### src/sv/tft_pkg.sv
// ----------------------------------------------------------------------------
// TCP flow table tracker package
// Types, codes and constants shared by the flow tracker modules.
// ----------------------------------------------------------------------------
package tft_pkg;

   localparam int REQ_DATA_W = 208;
   localparam int RSP_DATA_W = 88;
   localparam int RSP_USER_W = 3;

   localparam logic [15:0] ETH_HDR_BYTES  = 16'd14;
   localparam logic [7:0]  PROTO_TCP      = 8'd6;
   // header lengths count 32-bit words: bytes = words << 2
   localparam int          HDR_WORD_SHIFT = 2;

   localparam int QUEUE_DEPTH = 4;
   localparam int QUEUE_PTR_W = $clog2(QUEUE_DEPTH);

   typedef logic [2:0] tft_status_type;
   localparam tft_status_type ST_SHORT    = 3'd0;
   localparam tft_status_type ST_NOT_TCP  = 3'd1;
   localparam tft_status_type ST_EMPTY    = 3'd2;
   localparam tft_status_type ST_APPENDED = 3'd3;
   localparam tft_status_type ST_NEW      = 3'd4;
   localparam tft_status_type ST_FULL     = 3'd5;

   typedef enum logic [1:0] {
      KIND_SHORT,
      KIND_NOT_TCP,
      KIND_EMPTY,
      KIND_LOOKUP
   } tft_kind_type;

   typedef enum logic [1:0] {
      S_IDLE,
      S_SCAN,
      S_CALC,
      S_FINISH
   } tft_state_type;

   // fields listed from the top bit down so the struct overlays the bus word
   typedef struct packed {
      logic [31:0] ack_number;
      logic [31:0] sequence_number;
      logic [15:0] dest_port;
      logic [15:0] source_port;
      logic [31:0] dest_address;
      logic [31:0] source_address;
      logic [3:0]  tcp_header_words;
      logic [15:0] ip_total_length;
      logic [3:0]  ip_header_words;
      logic [7:0]  ip_protocol;
      logic [15:0] frame_length;
   } tft_req_type;

   typedef struct packed {
      logic [31:0] src_addr;
      logic [31:0] dst_addr;
      logic [15:0] sport;
      logic [15:0] dport;
   } tft_tuple_type;

   typedef struct packed {
      tft_kind_type  kind;
      logic [15:0]   plen;
      tft_tuple_type tuple;
      logic [31:0]   seq;
      logic [31:0]   ack;
   } tft_item_type;

   typedef struct packed {
      tft_tuple_type tuple;
      logic [31:0]   base_seq;
      logic [31:0]   base_ack;
      logic [31:0]   byte_count;
   } tft_entry_type;

   typedef struct packed {
      tft_status_type status;
      logic [5:0]     flow_index;
      logic [31:0]    payload_offset;
      logic [15:0]    payload_length;
      logic [31:0]    flow_bytes;
   } tft_result_type;

endpackage

### src/sv/tft_front.sv
// ----------------------------------------------------------------------------
// Flow tracker front end
// Classifies one header word and works out the TCP payload length.
// ----------------------------------------------------------------------------
module tft_front (
   input  tft_pkg::tft_req_type  req,
   output tft_pkg::tft_item_type item
);
   import tft_pkg::*;

   logic [6:0]  headers;
   logic [15:0] headers_ext;
   logic        is_short;
   logic        is_not_tcp;
   logic        is_empty;

   always_comb begin
      headers = 7'({2'b00, req.ip_header_words} << HDR_WORD_SHIFT)
              + 7'({2'b00, req.tcp_header_words} << HDR_WORD_SHIFT);
      headers_ext = {9'd0, headers};
      is_short    = req.frame_length <= ETH_HDR_BYTES;
      is_not_tcp  = req.ip_protocol != PROTO_TCP;
      is_empty    = req.ip_total_length <= headers_ext;

      item.tuple.src_addr = req.source_address;
      item.tuple.dst_addr = req.dest_address;
      item.tuple.sport    = req.source_port;
      item.tuple.dport    = req.dest_port;
      item.seq            = req.sequence_number;
      item.ack            = req.ack_number;
      item.plen           = 16'd0;

      priority if (is_short) begin
         item.kind = KIND_SHORT;
      end else if (is_not_tcp) begin
         item.kind = KIND_NOT_TCP;
      end else if (is_empty) begin
         item.kind = KIND_EMPTY;
      end else begin
         item.kind = KIND_LOOKUP;
         item.plen = req.ip_total_length - headers_ext;
      end
   end

endmodule

### config.mk
export PLATFORM = sky130hd
export DESIGN_NAME = tft_front
export DESIGN_NICKNAME = d
export VERILOG_FILES = /design/src/sv/tft_pkg.sv /design/src/sv/tft_front.sv
export SDC_FILE = /design/constraint.sdc
export NUM_CORES = 1
export LEC_CHECK = 0
export BUFFER_PORTS_ARGS = -buffer_cell sky130_fd_sc_hd__clkbuf_2
export CORE_AREA = 8 8 145 147
export DETAILED_ROUTE_END_ITERATION = 10
export DIE_AREA = 0 0 153 155
export GPL_ROUTABILITY_DRIVEN = 0
export SYNTH_ARGS = -nofsm -noshare
export SYNTH_HDL_FRONTEND = slang
export SYNTH_SLANG_ARGS = --single-unit
### constraint.sdc
create_clock -name vclk -period 4.2
set_clock_uncertainty 0.2 [all_clocks]
set_input_delay 0.21 -clock vclk [all_inputs]
set_output_delay 0.21 -clock vclk [all_outputs]
set_load 0.005 [all_outputs]
======== After elaboration in Yosys (flattened, before gate mapping) ========
Index checks and enable logic that the tools add are counted.
storage, ports and cells
  register bits after elaboration ......... 0
  input port bits ......................... 208
  output and inout bits ................... 178
  logic and storage cells ................. 11
operators by class
  equality and inequality tests ........... 1
  $add $sub $neg .......................... 2
  order comparisons ....................... 2
  multiplexer cells ....................... 6
operator list
  operator                                               count
  2-to-1 mux 16 bit                                      3
  <= comparator 16 x 4 -> 1 bit, second input constant   1
  <= comparator 16 x 7 -> 1 bit                          1
  subtractor 16 x 7 -> 16 bit                            1
  inequality test 8 x 3 -> 1 bit, second input constant  1
  adder 6 x 6 -> 7 bit                                   1
  2-to-1 mux 2 bit                                       2
  2-to-1 mux 1 bit                                       1

======== Depth between registers and ports, before layout ========
Gate-level depths: netlist of run 1.
  depth after elaboration ................. 5
  gate-level depth with buffers ........... 11
  gate-level depth less buffers ........... 10

======== Least setup slack after synthesis of run 1 ========
OpenSTA, ideal clock, no wires.
  path type ............................... input port to output port
  start ................................... input port req[24] in the netlist's numbering
  end ..................................... output port item[175] in the netlist's numbering
  required time ........................... 3790 ps
  stages .................................. 9
  setup slack ............................. 1295 ps
  arrival ................................. 2495 ps
  path buffers ............................ 0
  path through ............................ ha_1 > fa_1 > a21o_1 > a21oi_1 > ha_1 > a211oi_1 > nand3_1 > or3_1 > a21oi_1
RTL lines
  element             line            text
  start: declaration  tft_front.sv:6  input tft_pkg::tft_req_type req,
  end: declaration    tft_front.sv:7  output tft_pkg::tft_item_type item

==> results.md, run 1 <==
- The run finished with clean final reports.
- The global-route total usage across every layer is 5.81%.
- At the worst endpoint, the required time is 3.79 ns.
- The total I/O pin count is 386.
- Walking the worst path, the cells encountered are clkbuf_2 > ha_1 > fa_1 > a21o_1 > a21oi_1 > ha_1 > inv_1 > o211ai_1 > o21ai_0 > a21o_1 > a21oi_1 > clkbuf_2.
- The number of global-route vias before repair came to 1325.
- In the finished layout, the clock tree contains a buffer count of 0.
- Measured along the y axis, the die boundary spans 155 um.
- The first TritonRoute pass finished after 3 iterations.
- Wires add up to 7660 um.
- Buffers added to address setup during post-CTS repair amount to 0.
- The maximum achievable frequency is 0.286 GHz.
- The hold violation total from the final report came to 0.
- The number of standard-cell rows in the floorplan is 51.
- The critical path class is primary input to output pin.
- The number of warning messages in the yosys log is 0.
- The number of gates resized after cts is 0.
- In this run the worst path has a maximum fanout of 11.
- The hold-critical path depth is 0.
- The count of unresolved DRC violations after routing is 0.
- VDD sags by at most 0.0000201 V.
- For this run the aggregate overflow at the end of global routing stands at 0.
- The path with the worst hold slack has its endpoint at item[151].
- The kind of capture point of the worst setup path is an output pin.
- In the final design database the tool counted 386 nets.
- Cells fill 6.90% of the core in the end.
- Data on the critical path arrives at its endpoint at 3.09 ns.
- The post-route netlist has 42.1% of its cells at a drive strength greater than 1.
- The number of buffers inserted by hold repair at cts is 0.
- The HPWL reported at the end of detailed placement is 6970 um.
- The accumulated negative setup slack is 0 ns.
- The top cell family by delay on the critical path is compound AO/OA/AOI/OAI gates.
- The area occupied by registers is 0 sq um.
- Setup violations remaining at the end of the flow were counted as 0.
- The initial utilization of the core area, before any placement, comes to 9.93%.
- Dividing the detail-routed wire length by the instance count gives 19.0 um.
- The remaining number of nets flagged by the antenna check after routing is 0.
- The horizontal die dimension is 153 um.
- The worst path needs 3.50 ns of the cycle, external delays included.
- The number of buffer and inverter instances along the worst setup path is 3.
- The quantity of I/O buffers inserted on ports is 66.
- The most frequent standard cell in the layout excluding fill and tap cells is clkbuf_2.
- The post-synthesis instance area is 0.00188 sq mm.
- The placeable core area is 0.0190 sq mm.
- The slew at the pin closest to its max-slew limit is 0.541 ns.
- The die area is 0.0237 sq mm.
- In the layout the commonest cells are 66 x clkbuf_2, 14 x nor2_1, 10 x ha_1.
- The synthesized netlist net count is 478.
- The final count of pins violating max slew was 0.
- The area growth from synthesis to layout is -30.5%.
- The share of the Yosys chip area taken by registers is 0%.
- The worst pin sits at a relative slew slack of 63.8%.
- The type of the most critical hold path is primary input to output pin.
- Sequential cells placed in the final layout were counted as 0.
- Dividing total power by cell area gives a power density of 102 mW/mm^2.
- In this design, the stage delay of the slowest critical-path cell is 0.46 ns.
- The number of library cell types mapped by synthesis is 29.
- The largest individual stage delay along the critical path comes from the cell o211ai_1.
- In this run, the number of DRC markers left after iteration 0 of detailed routing was 28.
- The number of antenna violations at the first check in global routing is 6.
- Entering global routing, the biggest net connects 12 pins.
- After layout, the worst path uses 83.3% of the clock period.
- STA classifies the critical path startpoint as a primary input.
- The leakage power figure is 0.000577 uW.
- The average via count per standard cell is 3.08.
- Setup repair after global routing left no endpoint under its margin.
- The total via count in the routed design is 1240.
- The number of instances in the synthesized netlist is 258.
- The number of max-cap violations is 0.
- The worst hold path startpoint is req[71].
- The first global-routing pass estimated 9740 um of wire.
- The post-synthesis area per instance is 7.29 sq um.
[routing by layer]
layer | vias up | share of wire [%] | GRT usage [%]
li1 | 493 | - | -
met1 | 467 | 21 | 3.23
met2 | 160 | 42 | 8.96
met3 | 110 | 22 | 5.52
met4 | 10 | 15 | 8.01
met5 | - | 0.94 | 0
[where the power goes]
| group | total [uW] | switching [uW] | leakage [uW] | internal [uW] |
|---|---|---|---|---|
| clock | 0.0000319 | 0 | 0.00000000634 | 0.0000319 |
| sequential | 0 | 0 | 0 | 0 |
| combinational | 134 | 74.6 | 0.000577 | 59.3 |
[stage by stage]
stage | std cells | cell area, sq um | total power [uW] | hold slack [ns] | worst slack [ns]
2_1_floorplan | 258 | 1880 | 200 | 0.301 | 1.29
3_3_place_gp | 402 | 1310 | 142 | 0.220 | 0.635
3_5_place_dp | 402 | 1310 | 141 | 0.220 | 0.472
4_1_cts | 402 | 1310 | 142 | 0.220 | 0.462
5_1_grt | 403 | 1310 | 152 | 0.220 | 0.316
6_report | 403 | 1310 | 134 | 0.220 | 0.702
[cell type report]
cell class | count | area [sq um]
Fill cell | 2220 | 17600
Inverter | 6 | 22.5
Antenna cell | 1 | 2.50
Tap cell | 238 | 298
Timing Repair Buffer | 67 | 338
Multi-Input combinational cell | 91 | 647
[cells by family after synthesis]
kind of cell | share of synthesized area (%)
AOI/OAI and AO/OA | 6.52
adders and majority gates | 8.78
buffers and inverters | 65.6
and+or+nand+nor | 14.0
xor gates and xnor gates | 5.12
[Yosys cell counts, drive strengths merged (4+ instances only)]
cell type  instances  area, sq um
buf              161         1210
nor2              14         52.6
ha                10          125
a21oi              9         45.0
xor2               8         70.1
inv                6         22.5
nand2              6         22.5
a21o               5         37.5
nor4               5         31.3
nand3              4         20.0
[worst max-delay path by stage]
stage	from	to	depth (start not counted)
2_1_floorplan	req[24]	item[175]	9
3_3_place_gp	req[24]	item[167]	12
3_5_place_dp	req[24]	item[167]	12
4_1_cts	req[24]	item[167]	12
5_1_grt	req[24]	item[167]	12
6_report	req[24]	item[167]	12
Power figures use the tool's default switching activity.
==> inputs of run 2 (changes only) <==
--- a/config.mk
+++ b/config.mk
@@ -6,9 +6,9 @@
 export NUM_CORES = 1
 export LEC_CHECK = 0
 export BUFFER_PORTS_ARGS = -buffer_cell sky130_fd_sc_hd__clkbuf_2
-export CORE_AREA = 8 8 145 147
+export CORE_AREA = 8 8 142 144
 export DETAILED_ROUTE_END_ITERATION = 10
-export DIE_AREA = 0 0 153 155
+export DIE_AREA = 0 0 150 152
 export GPL_ROUTABILITY_DRIVEN = 0
 export SYNTH_ARGS = -nofsm -noshare
 export SYNTH_HDL_FRONTEND = slang
==> constraint.sdc (replaced) <==
create_clock -name vclk -period 3.3
set_clock_uncertainty 0.2 [all_clocks]
set_input_delay 0.165 -clock vclk [all_inputs]
set_output_delay 0.165 -clock vclk [all_outputs]
set_load 0.005 [all_outputs]
==> results.md, run 2 (same netlist as run 1, synthesis figures left out) <==
- The number of hold buffers added after CTS was 0.
- Pin placement for this block handled 386 I/O pins.
- The critical path's largest stage delay is 0.41 ns.
- Summed over all cells, the static leakage comes to 0.000585 uW.
- The starting utilization of the core area is 10.6%.
- The core region is 0.0178 sq mm.
- Registers take 0 sq um.
- The kind of cell with the highest combined delay along the critical path is adder cells.
- During placement, the flow inserted port buffers numbering 66.
- The die area is 0.0228 sq mm.
- The most frequent standard cell in the layout excluding fill and tap cells is clkbuf_2.
- The critical path class is primary input to output pin.
- The fraction of final layout cells with drive strength greater than 1 is 45.2%.
- The number of setup violations in the final report is 0.
- In the routed design, unresolved DRC markers number 0.
- Measured along the x axis, the die boundary spans 150 um.
- Setup repair after global routing could not meet its margin everywhere.
- The number of antenna violations at the first check in global routing is 2.
- The number of setup buffers added after CTS is 0.
- The final layout contains a sequential cell count of 0.
- The shortest clock period the worst path allows after layout is 3.11 ns.
- The signal on the critical path passes through clkbuf_2 > ha_1 > fa_1 > a21o_1 > a21oi_2 > ha_4 > nand4_1 > o211ai_1 > buf_4 > or3_2 > xor2_1 > nor2_1 > clkbuf_2.
- The tool flagged a number of max-cap violations equal to 0.
- The worst setup path is captured at an output pin.
- Summing over every cut layer, the via total after detailed routing is 1242.
- The tightest hold path in the finished design has a slack of 0.130 ns.
- The power per standard cell area is 131 mW/mm^2.
- For this run, the total global-route usage over all layers was measured as 6.45%.
- Across the VDD grid, the largest voltage drop is 0.0000282 V.
- The final-layout clock buffer total is 0.
- At the worst endpoint, the required time is 2.93 ns.
- The post-place instance area is 0.00131 sq mm.
- The run finished with clean final reports.
- The cell with the largest stage delay on the worst path is fa_1.
- The number of gates resized after cts is 0.
- The number of detailed-routing iterations run before antenna repair is 4.
- The first global-routing pass estimated 10300 um of wire.
- The number of buffers and inverters on the critical path is 3.
- The average via count per standard cell is 3.13.
- Timing would allow up to 0.321 GHz.
- The min-delay analysis places its worst path in the category primary input to output pin.
- The final critical path takes up 94.3% of the cycle.
- The hold violation total from the final report is 0.
- Along the worst path, the maximum fanout reaches 5.
- Leaving out fill and tap cells, the most frequent cells in the layout are 66 x clkbuf_2, 14 x nor2_1, 8 x xor2_1, 8 x ha_1, 7 x a21oi_1.
- The number of global-route vias before repair came to 1370.
- In the final design database the tool counted 388 nets.
- The data arrival time of the critical path is 2.75 ns.
- Dividing the detail-routed wire length by the instance count gives 20.7 um.
- The most numerous cell type found on the critical path is clkbuf_2.
- The final worst slack is 0.188 ns.
- After global routing the overflow that remains totals 0.
- The critical path launch point type is a primary input.
- Measured against its own limit, the worst slew margin works out to 71.4%.
- Setup total negative slack on the finished layout was measured at 0 ns.
- The area growth from synthesis to layout is -29.0%.
- Entering global routing, the biggest net connects 12 pins.
- Before CTS, the worst setup slack after placement is 0.0273 ns.
- The layout filler cell count is 2119.
- At the end of the flow the core is filled with cells to 7.52%.
- The first routing iteration left 24 violations.
- The final cell area excluding filler cells is 0.00134 sq mm.
- The HPWL reported at the end of detailed placement is 7490 um.
- The number of standard-cell rows in the floorplan is 49.
- The detailed-route wire length is 8240 um.
- For the pin with the worst max-slew slack, the measured transition is 0.429 ns.
- The remaining number of nets flagged by the antenna check after routing is 0.
- The final count of pins violating max slew was 0.
- The overall die height is 152 um.
## run 2: cell count changes in the layout (fill, tap and decap cells not counted), sizes merged
cell | previous run | this run
buf | 1 | 3
diode | 1 | 2
## run 2: worst paths after layout
| path | from | end | slack (ns) | cells after the start |
|---|---|---|---|---|
| max | req[24] | item[170] | 0.19 | 13 |
| min | req[108] | item[124] | 0.13 | 0 |
## run 2: power by group
group          internal [uW]  total (uW)  switching (uW)
Sequential                 0           0               0
Combinational           83.4         175            91.2
Clock              0.0000811   0.0000811               0
## run 2: area by class of cell
class	count	area (sq um)	share of cell area, %
antenna	2	5.00	0.375
multi-input combinational	91	669	50.1
tap	229	287	21.4
timing repair buffer	69	353	26.4
inverter	6	22.5	1.69
## run 2: layer usage
layer | GRT usage [%] | vias up | share of wire (%)
met5 | 1.59 | - | 0.51
met4 | 6.52 | 2 | 11
met3 | 6.09 | 88 | 25
met2 | 9.76 | 179 | 42
met1 | 4.31 | 474 | 22
li1 | - | 499 | -
## run 2: through the flow
step / cells / power [uW]
after global routing: 395 / 203
final: 397 / 175
after floorplan: 258 / 254
after global placement: 395 / 172
after detailed placement: 395 / 174
after CTS: 395 / 175
