`config.mk`:
```
export PLATFORM = sky130hd
export DESIGN_NAME = tft_queue
export DESIGN_NICKNAME = d
export VERILOG_FILES = /design/src/sv/tft_pkg.sv /design/src/sv/tft_queue.sv
export SDC_FILE = /design/constraint.sdc
export NUM_CORES = 1
export LEC_CHECK = 0
export ABC_AREA = 1
export BUFFER_PORTS_ARGS = -buffer_cell sky130_fd_sc_hd__buf_2
export CORE_MARGIN = 5
export CORE_UTILIZATION = 53
export CTS_CLUSTER_SIZE = 25
export DETAILED_ROUTE_END_ITERATION = 12
export PLACE_DENSITY = 0.74
export SETUP_SLACK_MARGIN = 0.2
export SLEW_MARGIN = 20
export SYNTH_ARGS = -nofsm -noshare
export SYNTH_HDL_FRONTEND = slang
export SYNTH_SLANG_ARGS = --single-unit
```
`constraint.sdc`:
```
create_clock -name clock -period 13.1 [get_ports clock]
set_clock_uncertainty 0.05 [all_clocks]
set_input_delay 1.965 -clock clock [delete_from_list [all_inputs] [get_ports clock]]
set_output_delay 1.965 -clock clock [all_outputs]
set_load 0.02 [all_outputs]
```
`src/sv/tft_pkg.sv`:
```
// ----------------------------------------------------------------------------
// TCP flow table tracker package
// Types, codes and constants shared by the flow tracker modules.
// ----------------------------------------------------------------------------
package tft_pkg;

   localparam int REQ_DATA_W = 208;
   localparam int RSP_DATA_W = 88;
   localparam int RSP_USER_W = 3;

   localparam logic [15:0] ETH_HDR_BYTES  = 16'd14;
   localparam logic [7:0]  PROTO_TCP      = 8'd6;
   // header lengths count 32-bit words: bytes = words << 2
   localparam int          HDR_WORD_SHIFT = 2;

   localparam int QUEUE_DEPTH = 4;
   localparam int QUEUE_PTR_W = $clog2(QUEUE_DEPTH);

   typedef logic [2:0] tft_status_type;
   localparam tft_status_type ST_SHORT    = 3'd0;
   localparam tft_status_type ST_NOT_TCP  = 3'd1;
   localparam tft_status_type ST_EMPTY    = 3'd2;
   localparam tft_status_type ST_APPENDED = 3'd3;
   localparam tft_status_type ST_NEW      = 3'd4;
   localparam tft_status_type ST_FULL     = 3'd5;

   typedef enum logic [1:0] {
      KIND_SHORT,
      KIND_NOT_TCP,
      KIND_EMPTY,
      KIND_LOOKUP
   } tft_kind_type;

   typedef enum logic [1:0] {
      S_IDLE,
      S_SCAN,
      S_CALC,
      S_FINISH
   } tft_state_type;

   // fields listed from the top bit down so the struct overlays the bus word
   typedef struct packed {
      logic [31:0] ack_number;
      logic [31:0] sequence_number;
      logic [15:0] dest_port;
      logic [15:0] source_port;
      logic [31:0] dest_address;
      logic [31:0] source_address;
      logic [3:0]  tcp_header_words;
      logic [15:0] ip_total_length;
      logic [3:0]  ip_header_words;
      logic [7:0]  ip_protocol;
      logic [15:0] frame_length;
   } tft_req_type;

   typedef struct packed {
      logic [31:0] src_addr;
      logic [31:0] dst_addr;
      logic [15:0] sport;
      logic [15:0] dport;
   } tft_tuple_type;

   typedef struct packed {
      tft_kind_type  kind;
      logic [15:0]   plen;
      tft_tuple_type tuple;
      logic [31:0]   seq;
      logic [31:0]   ack;
   } tft_item_type;

   typedef struct packed {
      tft_tuple_type tuple;
      logic [31:0]   base_seq;
      logic [31:0]   base_ack;
      logic [31:0]   byte_count;
   } tft_entry_type;

   typedef struct packed {
      tft_status_type status;
      logic [5:0]     flow_index;
      logic [31:0]    payload_offset;
      logic [15:0]    payload_length;
      logic [31:0]    flow_bytes;
   } tft_result_type;

endpackage

```
`src/sv/tft_queue.sv`:
```
// ----------------------------------------------------------------------------
// Flow tracker item queue
// Short FIFO that decouples header intake from the table lookup.
// ----------------------------------------------------------------------------
module tft_queue (
   input  logic                  clock,
   input  logic                  reset,
   input  logic                  in_valid,
   output logic                  in_ready,
   input  tft_pkg::tft_item_type in_item,
   output logic                  out_valid,
   input  logic                  out_ready,
   output tft_pkg::tft_item_type out_item
);
   import tft_pkg::*;

   tft_item_type         slot_ff [QUEUE_DEPTH];
   logic [QUEUE_PTR_W-1:0] wr_ptr_ff, wr_ptr_in;
   logic [QUEUE_PTR_W-1:0] rd_ptr_ff, rd_ptr_in;
   logic [QUEUE_PTR_W:0]   fill_ff, fill_in;
   logic                   push;
   logic                   pop;

   assign in_ready  = fill_ff != (QUEUE_PTR_W + 1)'(QUEUE_DEPTH);
   assign out_valid = fill_ff != '0;
   assign out_item  = slot_ff[rd_ptr_ff];
   assign push      = in_valid && in_ready;
   assign pop       = out_valid && out_ready;

   always_comb begin
      wr_ptr_in = push ? wr_ptr_ff + 1'b1 : wr_ptr_ff;
      rd_ptr_in = pop ? rd_ptr_ff + 1'b1 : rd_ptr_ff;
      fill_in   = fill_ff;
      if (push && !pop) begin
         fill_in = fill_ff + 1'b1;
      end else if (pop && !push) begin
         fill_in = fill_ff - 1'b1;
      end
   end

   always_ff @(posedge clock) begin
      if (reset) begin
         wr_ptr_ff <= '0;
         rd_ptr_ff <= '0;
         fill_ff   <= '0;
      end else begin
         wr_ptr_ff <= wr_ptr_in;
         rd_ptr_ff <= rd_ptr_in;
         fill_ff   <= fill_in;
      end
   end

   always_ff @(posedge clock) begin
      if (push) begin
         slot_ff[wr_ptr_ff] <= in_item;
      end
   end

endmodule

```
After elaboration in Yosys (flattened, before gate mapping)
Memories as Yosys holds them, arrays and structs flattened. A register that Yosys moved wholly into a read port is not among the register bits.
Index checks and enable logic that the tools add are counted.
{"block": "classes", "eq_ne": 1, "n_reduce_logical": 8, "addsub": 4, "muxes": 6}
{"operator": "3-bit two-way mux", "count": 2}
{"operator": "2-bit by 1-bit adder with 2-bit output (second input constant)", "count": 2}
{"operator": "1-bit logical AND", "count": 4}
{"operator": "2-bit two-way mux", "count": 2}
{"operator": "3-bit by 1-bit adder with 3-bit output (second input constant)", "count": 1}
{"operator": "3-bit inequality test (second input constant)", "count": 1}
{"operator": "3-bit nonzero test", "count": 1}
{"operator": "3-bit by 1-bit subtractor with 3-bit output (second input constant)", "count": 1}
{"operator": "1-bit zero test", "count": 2}
{"operator": "1-bit two-way mux", "count": 2}
{"operator": "2-bit nonzero test", "count": 1}
{"block": "word_totals", "register_bits": 7, "input_bits": 182, "wordCells": 23, "n_memories": 1, "output_inout_bits": 180, "mem_bits_rw": 712}
{"memory": "slot_ff", "depth": 4, "width": 178, "read_ports": 1, "rd_ports_with_merged_regs": 1, "wr": 1, "line_no": "tft_queue.sv:17", "rtl": "tft_item_type slot_ff [QUEUE_DEPTH];"}

Logic depth before layout (Yosys ltp)
Gate-level depths: netlist of run 1.
{"block": "logic_depth", "word_depth": 6, "ltp_mapped": 13, "mapped_depth_nobuf": 13}

Least setup slack after synthesis of run 1
No wires, ideal clock.
{"block": "synth_timing", "path_type": "input port to flip-flop", "from": "in in_valid", "to": "mem slot_ff[0][0] (netlist bit) (enable)", "path_stages": 2, "t_required_ns": 12.331, "setup_time_ns": 0.719, "n_path_buf": 0, "setup_slack_ns": 2.863, "t_arrival_ns": 9.468, "cell_sequence": "nand2_1 nor2_1"}
{"block": "synth_between", "elab_chain_len": 3}
{"item": "from (decl)", "line_no": "tft_queue.sv:8", "rtl": "input logic in_valid,"}
{"item": "1-bit logical AND", "line_no": "tft_queue.sv:27", "rtl": "assign push = in_valid && in_ready;"}
{"item": "1-bit two-way mux", "line_no": "tft_queue.sv:54", "rtl": "if (push) begin"}
{"item": "1-bit two-way mux (implied by the code)", "line_no": "tft_queue.sv:55", "rtl": "slot_ff[wr_ptr_ff] <= in_item;"}
{"item": "to (decl)", "line_no": "tft_queue.sv:17"}
No other way between the ends.

==> results of run 1 <==
report_power, final:
group	switching (mW)	internal [mW]	leakage, nW
combinational	1.22	0.443	3.15
clock	0.813	1.21	1.13
sequential	0.0557	2.81	6.60
state kept, by name (all words and copies together), names as in the netlist, named ones only:
register and count:
slot_ff 712, fill_ff 3, rd_ptr_ff 2, wr_ptr_ff 2
synthesized netlist by cell type:
cell | number | area [um2]
sky130_fd_sc_hd__a21oi_1 | 3 | 15.0
sky130_fd_sc_hd__buf_2 | 53 | 265
sky130_fd_sc_hd__buf_4 | 10 | 75.1
sky130_fd_sc_hd__clkbuf_1 | 53 | 199
sky130_fd_sc_hd__clkbuf_2 | 1 | 5.00
sky130_fd_sc_hd__clkinv_2 | 1 | 5.00
sky130_fd_sc_hd__dfxtp_1 | 9 | 180
sky130_fd_sc_hd__edfxtp_1 | 712 | 21400
sky130_fd_sc_hd__fa_1 | 1 | 20.0
sky130_fd_sc_hd__ha_1 | 5 | 62.6
sky130_fd_sc_hd__inv_1 | 14 | 52.6
sky130_fd_sc_hd__inv_2 | 1 | 3.75
sky130_fd_sc_hd__nand2_1 | 15 | 56.3
sky130_fd_sc_hd__nand3_1 | 4 | 20.0
sky130_fd_sc_hd__nand3b_1 | 1 | 7.51
sky130_fd_sc_hd__nor2_1 | 370 | 1390
sky130_fd_sc_hd__o21ai_0 | 192 | 961
sky130_fd_sc_hd__o21ai_1 | 165 | 826
sky130_fd_sc_hd__o22ai_1 | 178 | 1110
sky130_fd_sc_hd__xor2_1 | 1 | 8.76
metrics by stage:
stage / cells / utilization
2_1_floorplan: 1789 / -
3_3_place_gp: 2727 / 0.580
3_5_place_dp: 2727 / 0.580
4_1_cts: 2855 / 0.626
5_1_grt: 2864 / 0.627
6_report: 2868 / 0.627
worst register-to-register path, delay by kind of cell, from the launching register on:
kind,cells,cell delay [ps]
buf+inv,2,1450
flops,1,400
simple gates,4,1300
cell type report:
cell class / count / area [um2]
flip-flops and latches: 721 / 21600
fillers: 3600 / 18700
multi-input cells: 935 / 4510
repair buffers: 383 / 1970
clock buffers: 95 / 1950
well taps: 672 / 841
clock inverters: 33 / 369
inverters: 16 / 70.1
diodes: 13 / 32.5
metal layers:
layer / global-route usage / wire length (um)
met1: 0.263 / 23100
met2: 0.358 / 30800
met3: 0.0547 / 4660
met4: 0.0852 / 1740
met5: 0 / 92
final timing paths:
| path | slack (ps) | depth (start not counted) | from | endpoint |
|---|---|---|---|---|
| max | 7630 | 5 | register | out_item[35] |
| min | 460 | 2 | rd_ptr_ff[1]$_SDFFE_PP0P_ | register |
| max reg2reg | 9490 | 6 | fill_ff[0]$_SDFFE_PP0P_ | slot_ff[3][91]$_DFFE_PP_ |
| min reg2reg | 460 | 2 | rd_ptr_ff[1]$_SDFFE_PP0P_ | register |
cells by family after synthesis:
kind of cell | share of synthesized area
AOI/OAI and AO/OA | 0.109
xor gates and xnor gates | 0.000329
adders and majority gates | 0.00310
buffers and inverters | 0.0227
DFF | 0.809
and+or+nand+nor | 0.0553
==> metrics.log, run 1 <==
INFO  metric globalplace.congestion = about 0.8
INFO  metric maximum_vdd_drop = about 0.18 mV
INFO  metric cts_tree = yes
INFO  metric numClockSinks = 721
INFO  metric critical_path.max_stage_delay = about 880 ps
INFO  metric drc = 0
INFO  metric hold_violations = 0
INFO  metric hold_slack = 465 ps
INFO  metric synthesis.nets = around 2000
INFO  metric maximum_number_of_pins_on_one_net_before_global_route_repair = between 150 and 200
INFO  metric floorplan.die_area = around 55000 um2
INFO  metric synthesis.area_per_instance = 14.9 um2
INFO  metric cellPowerDensity = ~210 nW/um2
INFO  metric post-route-worst-setup-slack = approximately 7600 ps
INFO  metric cts_hold_buf = 0
INFO  metric num_vias = approximately 16000
INFO  metric fin_setup_tns = 0 ps
INFO  metric yosys.cell_types.count = 20
INFO  metric portBuffers = between 300 and 400
INFO  metric setup_viol = 0
INFO  metric worst_skew_pair_later_pin_latency = roughly 600 ps
INFO  metric worst_path_most_repeated_cell = sky130_fd_sc_hd__buf_4
INFO  metric cp-start-kind = register
INFO  metric final_common_cell = sky130_fd_sc_hd__edfxtp_1
INFO  metric synthesis.area = approximately 27000 um2
INFO  metric coreArea = about 50000 um2
INFO  metric io-pin-count = 362
INFO  metric synth.yosys.seq_area_share = 0.809
INFO  metric grt_pass1_wl = 88900 um
INFO  metric leakagePower = about 11 nW
INFO  metric finalInstanceArea = between 30000 and 40000 um2
INFO  metric die_w = about 230 um
INFO  metric placementRows = roughly 80
INFO  metric period_needed = around 5500 ps
INFO  metric dp.final_hpwl = 33800 um
INFO  metric path_delay_family = buffers and inverters
INFO  metric cts.clk_slew.worst_paths = 60 ps
INFO  metric initialDrtViolationCount = between 1000 and 1500
INFO  metric htreeDepth = 3
INFO  metric cts_inserted_buffers = 71
INFO  metric run_status = finished clean
INFO  metric final_cell_mix = sky130_fd_sc_hd__edfxtp_1 (712), sky130_fd_sc_hd__nor2_1 (366), sky130_fd_sc_hd__buf_2 (361)
INFO  metric cap_violations = 0
INFO  metric cts.path.max_buffers = 3
INFO  metric arrival = roughly 3500 ps
INFO  metric maxSlewViolCount = 0
INFO  metric setup.worst_path.end_class = output port
INFO  metric period_share = 0.417
INFO  metric layout-drive-gt1-share = 0.223
INFO  metric postSynthRegisterBits = between 700 and 800
INFO  metric worst_setup_slack_after_placement = just under 8000 ps
INFO  metric slowest_stage = sky130_fd_sc_hd__buf_4
INFO  metric dpl-instance-area = 29000 um2
INFO  metric clock_tree.root_cell = sky130_fd_sc_hd__clkbuf_16
INFO  metric drt-pass1-iter-count = 5
INFO  metric max_slew.worst_pin.slew = between 1000 and 1500 ps
INFO  metric via_per_inst = between 5 and 6
INFO  metric initial_cell_density_of_the_core = 0.533
INFO  metric dieHeight = between 200 and 250 um
INFO  metric critical_path_class = register to output port
INFO  metric first_global_vias = around 16000
INFO  metric leftover_overflow_at_the_end_of_global_routing = 0
INFO  metric synth_cells = about 1800
INFO  metric nets = between 2000 and 2500
INFO  metric design_power_total = around 6.5 mW
INFO  metric global_route.usage.total = 0.212
INFO  metric yosysWarningCount = 0
INFO  metric detail_route.wl_per_cell = roughly 21 um
INFO  metric antenna_left = 0
INFO  metric post-cts-setup-buffer-count = 0
INFO  metric cp_cell_sequence = buf_4 -> buf_4 -> o21ai_0 -> o22ai_1 -> buf_2
INFO  metric antenna_found_initial = 19
INFO  metric fmax = between 0.15 and 0.2 GHz
INFO  metric unrepaired_setup_endpoints_after_global_routing = false
INFO  metric path_max_fanout = around 100
INFO  metric areaGrowthSynthToFinish = 17.5%
INFO  metric worst_slew_margin_rel = 0.267
INFO  metric required = around 11000 ps
INFO  metric critical_path.n_buffers_inverters = 3
INFO  metric postCtsResizedCells = 0
INFO  metric min-delay-path-class = register to register
INFO  metric wirelength = ~60000 um
No activity file was read; power rests on OpenSTA's default activity.
==> run 2, diff against run 1 <==
- CORE_UTILIZATION: 53 -> 52
- PLACE_DENSITY: 0.74 -> 0.76
- clock period: 13.1 -> 4.6 ns (I/O delays scaled with it)
==> run 2 against run 1 <==
  * Clock power grew to 2.7 times the previous value
  * Critical endpoint is now out_item[43]
  * Non-clock buffer count rose by 2
  * Total power grew to 2.8 times the previous value
  * Cell count up 0.49%
  * Via count is 0.49% higher
  * Sequential power rose to 2.8 times the previous value
  * Flip-flop and latch count is the same
  * Critical path depth is the same
  * Largest power group unchanged
==> metrics.log, run 2 (same netlist as run 1, synthesis figures left out) <==
INFO  metric run_status = finished clean (unchanged)
INFO  metric antenna_found_initial = 25 (was 19)
INFO  metric leftover_overflow_at_the_end_of_global_routing = 0 (unchanged)
INFO  metric num-fill-cells = 3701 (was 3600)
INFO  metric nets = 2319 (was 2316)
INFO  metric fmax = 0.296 GHz
INFO  metric via_per_inst = 5.66 (was 5.65)
INFO  metric finalInstanceArea = 31300 um2 (about the same)
INFO  metric internal-power = 12.4 mW (was 4.46 mW)
INFO  metric coreArea = 51000 um2 (was 50000 um2)
INFO  metric min-delay-path-class = input port to register (was register to register)
INFO  metric postCtsResizedCells = 0 (unchanged)
INFO  metric path_max_fanout = 108 (was 101)
INFO  metric slowest_stage = sky130_fd_sc_hd__inv_8 (was sky130_fd_sc_hd__buf_4)
INFO  metric clock_tree.root_cell = sky130_fd_sc_hd__clkbuf_16 (unchanged)
INFO  metric period_needed = 3380 ps
INFO  metric maximum_number_of_pins_on_one_net_before_global_route_repair = 187 (was 174)
INFO  metric path_delay_family = buffers and inverters (unchanged)
INFO  metric setup_viol = 0 (unchanged)
INFO  metric htreeDepth = 3 (unchanged)
INFO  metric p_comb_frac = 0.261 (was 0.254)
INFO  metric max_reg_flops = 712 (unchanged)
INFO  metric maxSlewViolCount = 0 (unchanged)
INFO  metric cellPowerDensity = 584 nW/um2 (was 209 nW/um2)
INFO  metric cap_violations = 0 (unchanged)
INFO  metric floorplan.die_area = 55900 um2 (was 54900 um2)
INFO  metric cp_cell_sequence = inv_8 -> buf_12 -> nor2_1 -> o22ai_1 -> buf_2 (was buf_4 -> buf_4 -> o21ai_0 -> o22ai_1 -> buf_2)
INFO  metric wirelength = 60700 um (was 60400 um)
INFO  metric flip_flop_and_latch_area = 21600 um2 (unchanged)
INFO  metric seq_power_share = 0.445 (was 0.437)
INFO  metric drt-pass1-iter-count = 5 (unchanged)
INFO  metric cts_tree = yes (unchanged)
INFO  metric num_vias = 16300 (was 16200)
INFO  metric portBuffers = 361 (unchanged)
INFO  metric maximum_vdd_drop = 0.402 mV (was 0.184 mV)
INFO  metric dieHeight = 236 um (was 234 um)
INFO  metric detail_route.wl_per_cell = 21.1 um (was 21.0 um)
INFO  metric globalplace.congestion = 0.775 (was 0.794)
INFO  metric required = 3860 ps (was 11090 ps)
INFO  metric period_share = 0.735
INFO  metric cts_hold_buf = 0 (unchanged)
INFO  metric layout-drive-gt1-share = 0.223 (about the same)
INFO  metric setup.worst_path.end_class = output port (unchanged)
INFO  metric final_common_cell = sky130_fd_sc_hd__edfxtp_1 (unchanged)
INFO  metric worst_slew_margin_rel = 0.356 (was 0.267)
INFO  metric final_cell_mix = sky130_fd_sc_hd__edfxtp_1 (712), sky130_fd_sc_hd__nor2_1 (366), sky130_fd_sc_hd__buf_2 (361) (unchanged)
INFO  metric drc = 0 (unchanged)
INFO  metric cp-start-kind = register (unchanged)
INFO  metric design_power_total = 18.3 mW (was 6.54 mW)
INFO  metric cts_inserted_buffers = 72 (was 71)
INFO  metric leakagePower = 10.8 nW (was 10.9 nW)
INFO  metric antenna_left = 0 (unchanged)
INFO  metric largest_register = slot_ff (unchanged)
INFO  metric initial_cell_density_of_the_core = 0.523 (was 0.533)
INFO  metric die_w = 236 um (was 234 um)
INFO  metric multi_input_area = 4510 um2 (unchanged)
INFO  metric reg2reg_setup_slack = 2180 ps (was 9490 ps)
INFO  metric dpl-instance-area = 29100 um2 (was 29000 um2)
INFO  metric dp.final_hpwl = 34100 um (was 33800 um)
INFO  metric io-pin-count = 362 (unchanged)
INFO  metric arrival = 2640 ps (was 3450 ps)
INFO  metric first_global_vias = 16400 (was 15900)
INFO  metric global_route.usage.total = 0.208 (was 0.212)
INFO  metric fin_setup_tns = 0 ps (unchanged)
INFO  metric power.net_switching = 5.91 mW (was 2.09 mW)
INFO  metric grt_pass1_wl = 91500 um (was 88900 um)
INFO  metric critical_path.max_stage_delay = 480 ps (was 880 ps)
INFO  metric initialDrtViolationCount = 1313 (was 1242)
INFO  metric unrepaired_setup_endpoints_after_global_routing = false (unchanged)
INFO  metric placementRows = 83 (was 82)
INFO  metric largestRegisters = slot_ff x712, fill_ff x3 (unchanged)
INFO  metric numClockSinks = 721 (unchanged)
INFO  metric hold_violations = 0 (unchanged)
INFO  metric critical_path_class = register to output port (unchanged)
INFO  metric power.share.clock = 0.294 (was 0.309)
INFO  metric critical_path.n_buffers_inverters = 3 (unchanged)
INFO  metric worst_skew_pair_later_pin_latency = 580 ps (was 600 ps)
INFO  metric cts.clk_slew.worst_paths = 60 ps (about the same)
INFO  metric cts.path.max_buffers = 3 (unchanged)
INFO  metric post-cts-setup-buffer-count = 0 (unchanged)
INFO  metric net_sw_frac = 0.323 (was 0.319)
INFO  metric areaGrowthSynthToFinish = 17.6% (was 17.5%)
INFO  metric max_slew.worst_pin.slew = 965 ps (was 1100 ps)
[run 2: path summary, 6_finish.rpt]
kind / endpoint / cells past startpoint / start
setup / recovery: out_item[43] / 5 / register
hold reg to reg: wr_ptr_ff[1]$_SDFFE_PP0P_ / 2 / wr_ptr_ff[1]$_SDFFE_PP0P_
setup reg to reg: slot_ff[3][176]$_DFFE_PP_ / 5 / fill_ff[0]$_SDFFE_PP0P_
hold / removal: slot_ff[1][72]$_DFFE_PP_ / 1 / in_item[72]
[run 2: through the flow]
| stage | std cells | utilization | hold WS [ps] | setup WS, ps |
|---|---|---|---|---|
| after floorplan | 1789 | - | 409 | -1410 |
| after global placement | 2737 | 0.571 | 434 | 1850 |
| after detailed placement | 2737 | 0.571 | 473 | 1830 |
| after CTS | 2859 | 0.614 | 209 | 1180 |
| after global routing | 2875 | 0.614 | 225 | 1090 |
| final | 2882 | 0.615 | 259 | 1220 |
[run 2: power by group through the flow]
stage / sequential (mW) / clock (mW) / combinational (mW)
3_5_place_dp: 8.28 / 0 / 4.80
6_report: 8.15 / 5.38 / 4.77
4_1_cts: 8.15 / 5.48 / 4.82
2_1_floorplan: 8.34 / 0 / 3.05
3_3_place_gp: 8.25 / 0 / 4.68
5_1_grt: 8.19 / 5.79 / 5.13
[run 2: area by class of cell]
class                      instances  area share
clock inverter                    34     0.00794
antenna                           23     0.00184
inverter                          16     0.00224
sequential                       721       0.688
clock buffer                      88      0.0608
multi-input combinational        935       0.144
timing repair buffer             385      0.0682
tap                              680      0.0271
[run 2: routing by layer]
layer	track usage	routed length [um]
met1	0.258	23300
met5	0	48
met4	0.0871	1870
met2	0.354	31600
met3	0.0484	3850
